$ cat config.mk
export PLATFORM = sky130hd
export DESIGN_NAME = hsv_to_rgb_converter
export DESIGN_NICKNAME = d
export VERILOG_FILES = /design/src/design/h2r_pkg.sv /design/src/design/h2r_prep.sv /design/src/design/h2r_coef.sv /design/src/design/h2r_scale.sv /design/src/design/h2r_select.sv /design/src/design/hsv_to_rgb_converter.sv
export SDC_FILE = /design/constraint.sdc
export NUM_CORES = 2
export LEC_CHECK = 0
export BUFFER_PORTS_ARGS = -buffer_cell sky130_fd_sc_hd__buf_4
export CAP_MARGIN = 20
export CORE_MARGIN = 1.5
export CORE_UTILIZATION = 50
export DETAILED_ROUTE_END_ITERATION = 8
export HOLD_SLACK_MARGIN = 0.12
export PLACE_DENSITY = 0.69
export SLEW_MARGIN = 20
export SYNTH_ARGS = -nofsm -noshare
export SYNTH_HDL_FRONTEND = slang
export SYNTH_SLANG_ARGS = --single-unit
$ cat constraint.sdc
create_clock -name clk -period 13.4 [get_ports clk]
set_clock_uncertainty 0.15 [all_clocks]
set_input_delay 2.68 -clock clk [delete_from_list [all_inputs] [get_ports clk]]
set_output_delay 2.68 -clock clk [all_outputs]
set_load 0.005 [all_outputs]
$ cat src/design/h2r_pkg.sv
// Shared constants and types for the HSV to RGB converter.
// No dependencies; every other design file refers to this package.
package h2r_pkg;

  // Default number of fraction bits; 1.0 is 2**FRAC_BITS
  localparam int FRAC_BITS_DEF = 16;

  // Hue sector, integer part of hue*6. Sector 6 (hue of one) takes the
  // sector zero rule through the default arm of the selector.
  typedef enum logic [2:0] {
    SEC_0 = 3'd0,
    SEC_1 = 3'd1,
    SEC_2 = 3'd2,
    SEC_3 = 3'd3,
    SEC_4 = 3'd4,
    SEC_5 = 3'd5
  } sector_t;

endpackage

$ cat src/design/h2r_prep.sv
// Stage 1: clamp inputs to one, split hue*6 into sector and fraction.
// Depends on h2r_pkg.
module h2r_prep #(
  parameter int FRAC_BITS = h2r_pkg::FRAC_BITS_DEF
) (
  input  logic                 clk,
  input  logic                 rst_n,
  input  logic                 vld_i,
  output logic                 rdy_o,
  input  logic [FRAC_BITS:0]   hue_i,
  input  logic [FRAC_BITS:0]   sat_i,
  input  logic [FRAC_BITS:0]   val_i,
  input  logic [FRAC_BITS:0]   alpha_i,
  output logic                 vld_o,
  input  logic                 rdy_i,
  output logic                 grey_o,
  output logic [2:0]           sec_o,
  output logic [FRAC_BITS-1:0] frac_o,
  output logic [FRAC_BITS:0]   sat_o,
  output logic [FRAC_BITS:0]   val_o,
  output logic [FRAC_BITS:0]   alpha_o
);

  localparam int W = FRAC_BITS + 1;
  localparam logic [W-1:0] ONE = W'(1) << FRAC_BITS;

  logic                 vld_r;
  logic                 grey_r, grey_nxt;
  logic [2:0]           sec_r, sec_nxt;
  logic [FRAC_BITS-1:0] frac_r, frac_nxt;
  logic [W-1:0]         sat_r, sat_nxt;
  logic [W-1:0]         val_r, val_nxt;
  logic [W-1:0]         alpha_r, alpha_nxt;
  logic [W-1:0]         hue_c;
  logic [W+1:0]         hue6;

  // clamp and hue*6 as shift-add
  always_comb begin
    hue_c     = (hue_i > ONE) ? ONE : hue_i;
    sat_nxt   = (sat_i > ONE) ? ONE : sat_i;
    val_nxt   = (val_i > ONE) ? ONE : val_i;
    alpha_nxt = (alpha_i > ONE) ? ONE : alpha_i;
    hue6      = {hue_c, 2'b00} + {1'b0, hue_c, 1'b0};
    sec_nxt   = hue6[W+1:FRAC_BITS];
    frac_nxt  = hue6[FRAC_BITS-1:0];
    grey_nxt  = (sat_nxt == '0);
  end

  assign rdy_o = !vld_r || rdy_i;

  always_ff @(posedge clk) begin
    if (!rst_n) begin
      vld_r <= 1'b0;
    end else if (rdy_o) begin
      vld_r <= vld_i;
    end
  end

  always_ff @(posedge clk) begin
    if (rdy_o && vld_i) begin
      grey_r  <= grey_nxt;
      sec_r   <= sec_nxt;
      frac_r  <= frac_nxt;
      sat_r   <= sat_nxt;
      val_r   <= val_nxt;
      alpha_r <= alpha_nxt;
    end
  end

  assign vld_o   = vld_r;
  assign grey_o  = grey_r;
  assign sec_o   = sec_r;
  assign frac_o  = frac_r;
  assign sat_o   = sat_r;
  assign val_o   = val_r;
  assign alpha_o = alpha_r;

endmodule

$ cat src/design/h2r_coef.sv
// Stage 2: scale factors 1-s, 1-s*f and 1-s*(1-f).
// Depends on h2r_pkg.
module h2r_coef #(
  parameter int FRAC_BITS = h2r_pkg::FRAC_BITS_DEF
) (
  input  logic                 clk,
  input  logic                 rst_n,
  input  logic                 vld_i,
  output logic                 rdy_o,
  input  logic                 grey_i,
  input  logic [2:0]           sec_i,
  input  logic [FRAC_BITS-1:0] frac_i,
  input  logic [FRAC_BITS:0]   sat_i,
  input  logic [FRAC_BITS:0]   val_i,
  input  logic [FRAC_BITS:0]   alpha_i,
  output logic                 vld_o,
  input  logic                 rdy_i,
  output logic                 grey_o,
  output logic [2:0]           sec_o,
  output logic [FRAC_BITS:0]   kp_o,
  output logic [FRAC_BITS:0]   kq_o,
  output logic [FRAC_BITS:0]   kt_o,
  output logic [FRAC_BITS:0]   val_o,
  output logic [FRAC_BITS:0]   alpha_o
);

  localparam int W  = FRAC_BITS + 1;
  localparam int PW = W + FRAC_BITS;
  localparam logic [W-1:0] ONE = W'(1) << FRAC_BITS;

  logic         vld_r;
  logic         grey_r;
  logic [2:0]   sec_r;
  logic [W-1:0] kp_r, kp_nxt;
  logic [W-1:0] kq_r, kq_nxt;
  logic [W-1:0] kt_r, kt_nxt;
  logic [W-1:0] val_r;
  logic [W-1:0] alpha_r;
  logic [W-1:0] omf;
  logic [PW-1:0] sf_full;
  logic [PW:0]   st_full;

  // two parallel products, truncated, then subtracted from one
  always_comb begin
    omf     = ONE - {1'b0, frac_i};
    sf_full = PW'(sat_i) * PW'(frac_i);
    st_full = (PW + 1)'(sat_i) * (PW + 1)'(omf);
    kp_nxt  = ONE - sat_i;
    kq_nxt  = ONE - sf_full[PW-1:FRAC_BITS];
    kt_nxt  = ONE - st_full[PW-1:FRAC_BITS];
  end

  assign rdy_o = !vld_r || rdy_i;

  always_ff @(posedge clk) begin
    if (!rst_n) begin
      vld_r <= 1'b0;
    end else if (rdy_o) begin
      vld_r <= vld_i;
    end
  end

  always_ff @(posedge clk) begin
    if (rdy_o && vld_i) begin
      grey_r  <= grey_i;
      sec_r   <= sec_i;
      kp_r    <= kp_nxt;
      kq_r    <= kq_nxt;
      kt_r    <= kt_nxt;
      val_r   <= val_i;
      alpha_r <= alpha_i;
    end
  end

  assign vld_o   = vld_r;
  assign grey_o  = grey_r;
  assign sec_o   = sec_r;
  assign kp_o    = kp_r;
  assign kq_o    = kq_r;
  assign kt_o    = kt_r;
  assign val_o   = val_r;
  assign alpha_o = alpha_r;

endmodule

$ cat src/design/h2r_scale.sv
// Stage 3: channel levels p, q and t, each v times its factor.
// Depends on h2r_pkg.
module h2r_scale #(
  parameter int FRAC_BITS = h2r_pkg::FRAC_BITS_DEF
) (
  input  logic               clk,
  input  logic               rst_n,
  input  logic               vld_i,
  output logic               rdy_o,
  input  logic               grey_i,
  input  logic [2:0]         sec_i,
  input  logic [FRAC_BITS:0] kp_i,
  input  logic [FRAC_BITS:0] kq_i,
  input  logic [FRAC_BITS:0] kt_i,
  input  logic [FRAC_BITS:0] val_i,
  input  logic [FRAC_BITS:0] alpha_i,
  output logic               vld_o,
  input  logic               rdy_i,
  output logic               grey_o,
  output logic [2:0]         sec_o,
  output logic [FRAC_BITS:0] p_o,
  output logic [FRAC_BITS:0] q_o,
  output logic [FRAC_BITS:0] t_o,
  output logic [FRAC_BITS:0] val_o,
  output logic [FRAC_BITS:0] alpha_o
);

  localparam int W  = FRAC_BITS + 1;
  localparam int PW = 2 * W;

  logic          vld_r;
  logic          grey_r;
  logic [2:0]    sec_r;
  logic [W-1:0]  p_r, q_r, t_r;
  logic [W-1:0]  val_r;
  logic [W-1:0]  alpha_r;
  logic [PW-1:0] p_full, q_full, t_full;

  // three parallel products; v*k never exceeds one so W bits hold it
  always_comb begin
    p_full = PW'(val_i) * PW'(kp_i);
    q_full = PW'(val_i) * PW'(kq_i);
    t_full = PW'(val_i) * PW'(kt_i);
  end

  assign rdy_o = !vld_r || rdy_i;

  always_ff @(posedge clk) begin
    if (!rst_n) begin
      vld_r <= 1'b0;
    end else if (rdy_o) begin
      vld_r <= vld_i;
    end
  end

  always_ff @(posedge clk) begin
    if (rdy_o && vld_i) begin
      grey_r  <= grey_i;
      sec_r   <= sec_i;
      p_r     <= p_full[FRAC_BITS+W-1:FRAC_BITS];
      q_r     <= q_full[FRAC_BITS+W-1:FRAC_BITS];
      t_r     <= t_full[FRAC_BITS+W-1:FRAC_BITS];
      val_r   <= val_i;
      alpha_r <= alpha_i;
    end
  end

  assign vld_o   = vld_r;
  assign grey_o  = grey_r;
  assign sec_o   = sec_r;
  assign p_o     = p_r;
  assign q_o     = q_r;
  assign t_o     = t_r;
  assign val_o   = val_r;
  assign alpha_o = alpha_r;

endmodule

$ cat src/design/h2r_select.sv
// Stage 4: per-sector channel routing into the output register.
// Depends on h2r_pkg (sector codes).
module h2r_select #(
  parameter int FRAC_BITS = h2r_pkg::FRAC_BITS_DEF
) (
  input  logic               clk,
  input  logic               rst_n,
  input  logic               vld_i,
  output logic               rdy_o,
  input  logic               grey_i,
  input  logic [2:0]         sec_i,
  input  logic [FRAC_BITS:0] p_i,
  input  logic [FRAC_BITS:0] q_i,
  input  logic [FRAC_BITS:0] t_i,
  input  logic [FRAC_BITS:0] val_i,
  input  logic [FRAC_BITS:0] alpha_i,
  output logic               vld_o,
  input  logic               rdy_i,
  output logic [FRAC_BITS:0] red_o,
  output logic [FRAC_BITS:0] green_o,
  output logic [FRAC_BITS:0] blue_o,
  output logic [FRAC_BITS:0] alpha_o
);

  localparam int W = FRAC_BITS + 1;

  logic         vld_r;
  logic [W-1:0] red_r, red_nxt;
  logic [W-1:0] green_r, green_nxt;
  logic [W-1:0] blue_r, blue_nxt;
  logic [W-1:0] alpha_r;

  // sector routing; grey words take v on all three channels
  always_comb begin
    red_nxt   = val_i;
    green_nxt = val_i;
    blue_nxt  = val_i;
    if (!grey_i) begin
      case (h2r_pkg::sector_t'(sec_i))
        h2r_pkg::SEC_1: begin
          red_nxt  = q_i;
          blue_nxt = p_i;
        end
        h2r_pkg::SEC_2: begin
          red_nxt  = p_i;
          blue_nxt = t_i;
        end
        h2r_pkg::SEC_3: begin
          red_nxt   = p_i;
          green_nxt = q_i;
        end
        h2r_pkg::SEC_4: begin
          red_nxt   = t_i;
          green_nxt = p_i;
        end
        h2r_pkg::SEC_5: begin
          green_nxt = p_i;
          blue_nxt  = q_i;
        end
        // sector zero, and hue of exactly one
        default: begin
          green_nxt = t_i;
          blue_nxt  = p_i;
        end
      endcase
    end
  end

  assign rdy_o = !vld_r || rdy_i;

  always_ff @(posedge clk) begin
    if (!rst_n) begin
      vld_r <= 1'b0;
    end else if (rdy_o) begin
      vld_r <= vld_i;
    end
  end

  always_ff @(posedge clk) begin
    if (rdy_o && vld_i) begin
      red_r   <= red_nxt;
      green_r <= green_nxt;
      blue_r  <= blue_nxt;
      alpha_r <= alpha_i;
    end
  end

  assign vld_o   = vld_r;
  assign red_o   = red_r;
  assign green_o = green_r;
  assign blue_o  = blue_r;
  assign alpha_o = alpha_r;

endmodule

$ cat src/design/hsv_to_rgb_converter.sv
// Channel   Direction  Handshake          Word
// in_       input      in_valid/in_stall  hue, saturation, brightness, opacity
// out_      output     out_valid/out_stall red, green, blue, opacity_out
//
// Four register stages: clamp and hue split, factor products, level products,
// sector routing into the output register. One word per cycle while out_stall
// is low; out_valid rises once a word has passed through all four register
// stages in order.
// Reset (rst_n low, synchronous) empties the pipeline.
// Each stage holds its word while the next is full and stalled, so bubbles
// close up and in_stall rises only when all four stages are full.
// Depends on h2r_pkg and the h2r_* stage modules.
module hsv_to_rgb_converter #(
  parameter int FRAC_BITS = h2r_pkg::FRAC_BITS_DEF
) (
  input  logic               clk,
  input  logic               rst_n,
  input  logic               in_valid,
  output logic               in_stall,
  input  logic [FRAC_BITS:0] in_hue,
  input  logic [FRAC_BITS:0] in_saturation,
  input  logic [FRAC_BITS:0] in_brightness,
  input  logic [FRAC_BITS:0] in_opacity,
  output logic               out_valid,
  input  logic               out_stall,
  output logic [FRAC_BITS:0] out_red,
  output logic [FRAC_BITS:0] out_green,
  output logic [FRAC_BITS:0] out_blue,
  output logic [FRAC_BITS:0] out_opacity_out
);

  logic                 s1_rdy, s2_rdy, s3_rdy, s4_rdy;
  logic                 s1_vld, s2_vld, s3_vld;
  logic                 s1_grey, s2_grey, s3_grey;
  logic [2:0]           s1_sec, s2_sec, s3_sec;
  logic [FRAC_BITS-1:0] s1_frac;
  logic [FRAC_BITS:0]   s1_sat, s1_val, s1_alpha;
  logic [FRAC_BITS:0]   s2_kp, s2_kq, s2_kt, s2_val, s2_alpha;
  logic [FRAC_BITS:0]   s3_p, s3_q, s3_t, s3_val, s3_alpha;

  assign in_stall = !s1_rdy;

  h2r_prep #(.FRAC_BITS(FRAC_BITS)) u_prep (
    .clk     (clk),
    .rst_n   (rst_n),
    .vld_i   (in_valid),
    .rdy_o   (s1_rdy),
    .hue_i   (in_hue),
    .sat_i   (in_saturation),
    .val_i   (in_brightness),
    .alpha_i (in_opacity),
    .vld_o   (s1_vld),
    .rdy_i   (s2_rdy),
    .grey_o  (s1_grey),
    .sec_o   (s1_sec),
    .frac_o  (s1_frac),
    .sat_o   (s1_sat),
    .val_o   (s1_val),
    .alpha_o (s1_alpha)
  );

  h2r_coef #(.FRAC_BITS(FRAC_BITS)) u_coef (
    .clk     (clk),
    .rst_n   (rst_n),
    .vld_i   (s1_vld),
    .rdy_o   (s2_rdy),
    .grey_i  (s1_grey),
    .sec_i   (s1_sec),
    .frac_i  (s1_frac),
    .sat_i   (s1_sat),
    .val_i   (s1_val),
    .alpha_i (s1_alpha),
    .vld_o   (s2_vld),
    .rdy_i   (s3_rdy),
    .grey_o  (s2_grey),
    .sec_o   (s2_sec),
    .kp_o    (s2_kp),
    .kq_o    (s2_kq),
    .kt_o    (s2_kt),
    .val_o   (s2_val),
    .alpha_o (s2_alpha)
  );

  h2r_scale #(.FRAC_BITS(FRAC_BITS)) u_scale (
    .clk     (clk),
    .rst_n   (rst_n),
    .vld_i   (s2_vld),
    .rdy_o   (s3_rdy),
    .grey_i  (s2_grey),
    .sec_i   (s2_sec),
    .kp_i    (s2_kp),
    .kq_i    (s2_kq),
    .kt_i    (s2_kt),
    .val_i   (s2_val),
    .alpha_i (s2_alpha),
    .vld_o   (s3_vld),
    .rdy_i   (s4_rdy),
    .grey_o  (s3_grey),
    .sec_o   (s3_sec),
    .p_o     (s3_p),
    .q_o     (s3_q),
    .t_o     (s3_t),
    .val_o   (s3_val),
    .alpha_o (s3_alpha)
  );

  h2r_select #(.FRAC_BITS(FRAC_BITS)) u_select (
    .clk     (clk),
    .rst_n   (rst_n),
    .vld_i   (s3_vld),
    .rdy_o   (s4_rdy),
    .grey_i  (s3_grey),
    .sec_i   (s3_sec),
    .p_i     (s3_p),
    .q_i     (s3_q),
    .t_i     (s3_t),
    .val_i   (s3_val),
    .alpha_i (s3_alpha),
    .vld_o   (out_valid),
    .rdy_i   (!out_stall),
    .red_o   (out_red),
    .green_o (out_green),
    .blue_o  (out_blue),
    .alpha_o (out_opacity_out)
  );

endmodule

==> flow_summary.json <==
{
  "run_status": "finished, violations left",
  "violations": "DRC",
  "tightest_slew_ps": 961,
  "grt_usage_pct": 25.0,
  "avgViaCountPerCell": 5.43,
  "drc": 5,
  "synth.avg_cell_area_um2": 9.46,
  "cts_root_buffer": "clkbuf_16",
  "cts-htree-levels": 2,
  "rsz0062_at_grt": "no",
  "cts_made_buffers": 38,
  "hp-start": "u_coef.alpha_o[8]$_DFFE_PP_",
  "synth_top_area_share_pct": 36.9,
  "ctsHoldBuffers": 0,
  "io_buffers": 141,
  "drtIter0Drc": 2853,
  "start_util_pct": 50.4,
  "r2r_start": "u_prep.frac_o[3]$_DFFE_PP_",
  "io_pins": 142,
  "timing.slew.headroom_pct": 35.1,
  "post_cts_buffers": 0,
  "ys_types": 90,
  "grt_pass1_wl_um": 233000,
  "vias": 41200,
  "wirelength_um": 143000,
  "synth_top_area_cell": "fa_1",
  "path_class": "reg2reg",
  "fin_crit_ps": 9000,
  "syn_inst": 6104,
  "ys_top_cells_by_area": "fa_1 (37%), edfxtp_1 (16%), ha_1 (12%)",
  "maxSlewViolCount": 0,
  "die_height_um": 343,
  "drv_cap": 0,
  "area_growth_syn_to_layout_pct": 6.45,
  "fin_ws_ps": 4400,
  "r2r_cells": 27,
  "nets": 7713,
  "async_reset_ff_share_pct": 0,
  "synth_fp_nets": 7782,
  "placed_area_um2": 60100,
  "grt_max_degree": 89,
  "dieArea_um2": 118000,
  "overflow": 0,
  "max_freq_mhz": 111,
  "cp_max_fo": 21,
  "row_count": 124,
  "hold_depth": 0,
  "synth_seq_cells": 320,
  "setup_viol": 0,
  "die_x_um": 343,
  "fin_util_pct": 53.7,
  "hold_class": "reg2reg",
  "clk_pin_slew_ps": 60,
  "place_congestion": 0.889,
  "drive_gt1_share_pct": 5.89,
  "cts_tree": "done",
  "synthTopCellsByCount": "inv_1 (1253), fa_1 (1063), nand2_1 (1016)",
  "synthFlopType": "edfxtp_1",
  "yosysSeqAreaShare_pct": 16.6,
  "start_kind": "flip-flop",
  "synth_edf_count": 316,
  "cts_buffer_depth": 3,
  "drtAntennaViolNets": 0,
  "fin_area_um2": 61500,
  "hpwl_um": 108000,
  "routedWlPerCell_um": 18.8,
  "coreArea_um2": 115000,
  "ctsResizeCount": 0,
  "grt_pass1_vias": 43700,
  "synth_area_um2": 57700,
  "yosysWarnings": 0,
  "cp.arrival_ps": 9200,
  "yosysMostFrequentCell": "inv_1",
  "first_pass_iters": 9,
  "clkLatencyLatePin_ps": 620,
  "fin_crit_sh_pct": 67.2,
  "worst_setup_path_end_kind": "flip-flop",
  "crit_required_ps": 13600,
  "reg2reg_to": "u_coef.kt_o[16]$_DFFE_PP_",
  "antenna_found_initial": 3,
  "min_to": "u_scale.alpha_o[8]$_DFFE_PP_",
  "final_hold_viol_count": 0,
  "tns_ps": 0,
  "filler_cell_count": 10300,
  "antenna_cells": 0,
  "r2r_setup_slack_ps": 4400,
  "cts.sinks": 320,
  "pre_cts_slack_ps": 4410
}
==> critical path, stage by stage (launching register included) <==
cell	delay, ps
edfxtp_1	690
or4_1	590
nor4_1	320
nor2b_1	230
nand2_1	140
nor4_1	260
xnor2_1	100
buf_4	200
and2_1	200
fa_1	560
fa_1	430
fa_1	520
fa_1	430
fa_1	490
inv_1	50
fa_1	470
inv_1	40
ha_1	370
a2111oi_2	390
o211ai_1	210
and3_1	240
nor2_2	200
a32o_1	240
or3b_4	420
a211oi_4	270
o211ai_1	160
a221oi_2	310
xnor2_1	90
==> how the worst max path moves through the flow <==
stage	startpoint	end	slack (ps)
finish	u_prep.frac_o[3]$_DFFE_PP_	u_coef.kt_o[16]$_DFFE_PP_	4400
detailed placement	u_prep.frac_o[3]$_DFFE_PP_	u_coef.kt_o[16]$_DFFE_PP_	4410
global placement	u_prep.frac_o[3]$_DFFE_PP_	u_coef.kt_o[16]$_DFFE_PP_	4570
floorplan	out_stall	u_coef.alpha_o[0]$_DFFE_PP_	3220
global route	u_prep.frac_o[3]$_DFFE_PP_	u_coef.kt_o[16]$_DFFE_PP_	3810
CTS	u_prep.frac_o[3]$_DFFE_PP_	u_coef.kt_o[16]$_DFFE_PP_	4420
==> placed cells by master (no fill, tap or decap), types with 40 or more instances in the layout <==
cell / n
edfxtp_1: 316
buf_4: 227
nand2_1: 1016
a21oi_1: 128
nor3_1: 40
ha_1: 543
xnor2_1: 110
nor2_1: 135
inv_1: 1253
o21ai_0: 99
and2_1: 466
fa_1: 1063
nor2b_1: 77
==> routing by layer <==
metal	GRT usage [%]	routed length [um]	share of wire (%)	vias up
li1	-	-	-	18600
met1	33.9	61400	43	20900
met2	41.7	67100	47	1457
met3	3.79	10000	7.0	240
met4	7.00	4090	2.9	2
met5	0	19	0.013	-
==> cells by family (layout without fill, tap and decap cells) <==
logic type,count (synthesis),count (layout),share of synthesized area [%]
xor gates and xnor gates,149,149,2.26
adders and majority gates,1606,1606,48.6
buffers and inverters,1590,1551,10.3
DFF,320,320,16.6
AOI/OAI and AO/OA,484,484,5.74
muxes,38,38,0.700
and+or+nand+nor,1917,1917,15.8
==> area by class of cell <==
class	count	area, um2	share of cell area [%]
tap	1512	1890	3.08
sequential	320	9570	15.6
timing repair buffer	227	1700	2.77
clock buffer	42	986	1.60
clock inverter	28	364	0.592
inverter	1254	4710	7.66
multi-input combinational	4194	42300	68.7
==> per-stage QoR <==
step           instances  hold WS (ps)
2_1_floorplan       6104           250
3_3_place_gp        7507           251
3_5_place_dp        7507           255
4_1_cts             7577           244
5_1_grt             7577           256
6_report            7577           249
Power is not shown: default switching activity piles up to over one toggle a cycle in this logic, so the estimate is an artifact.
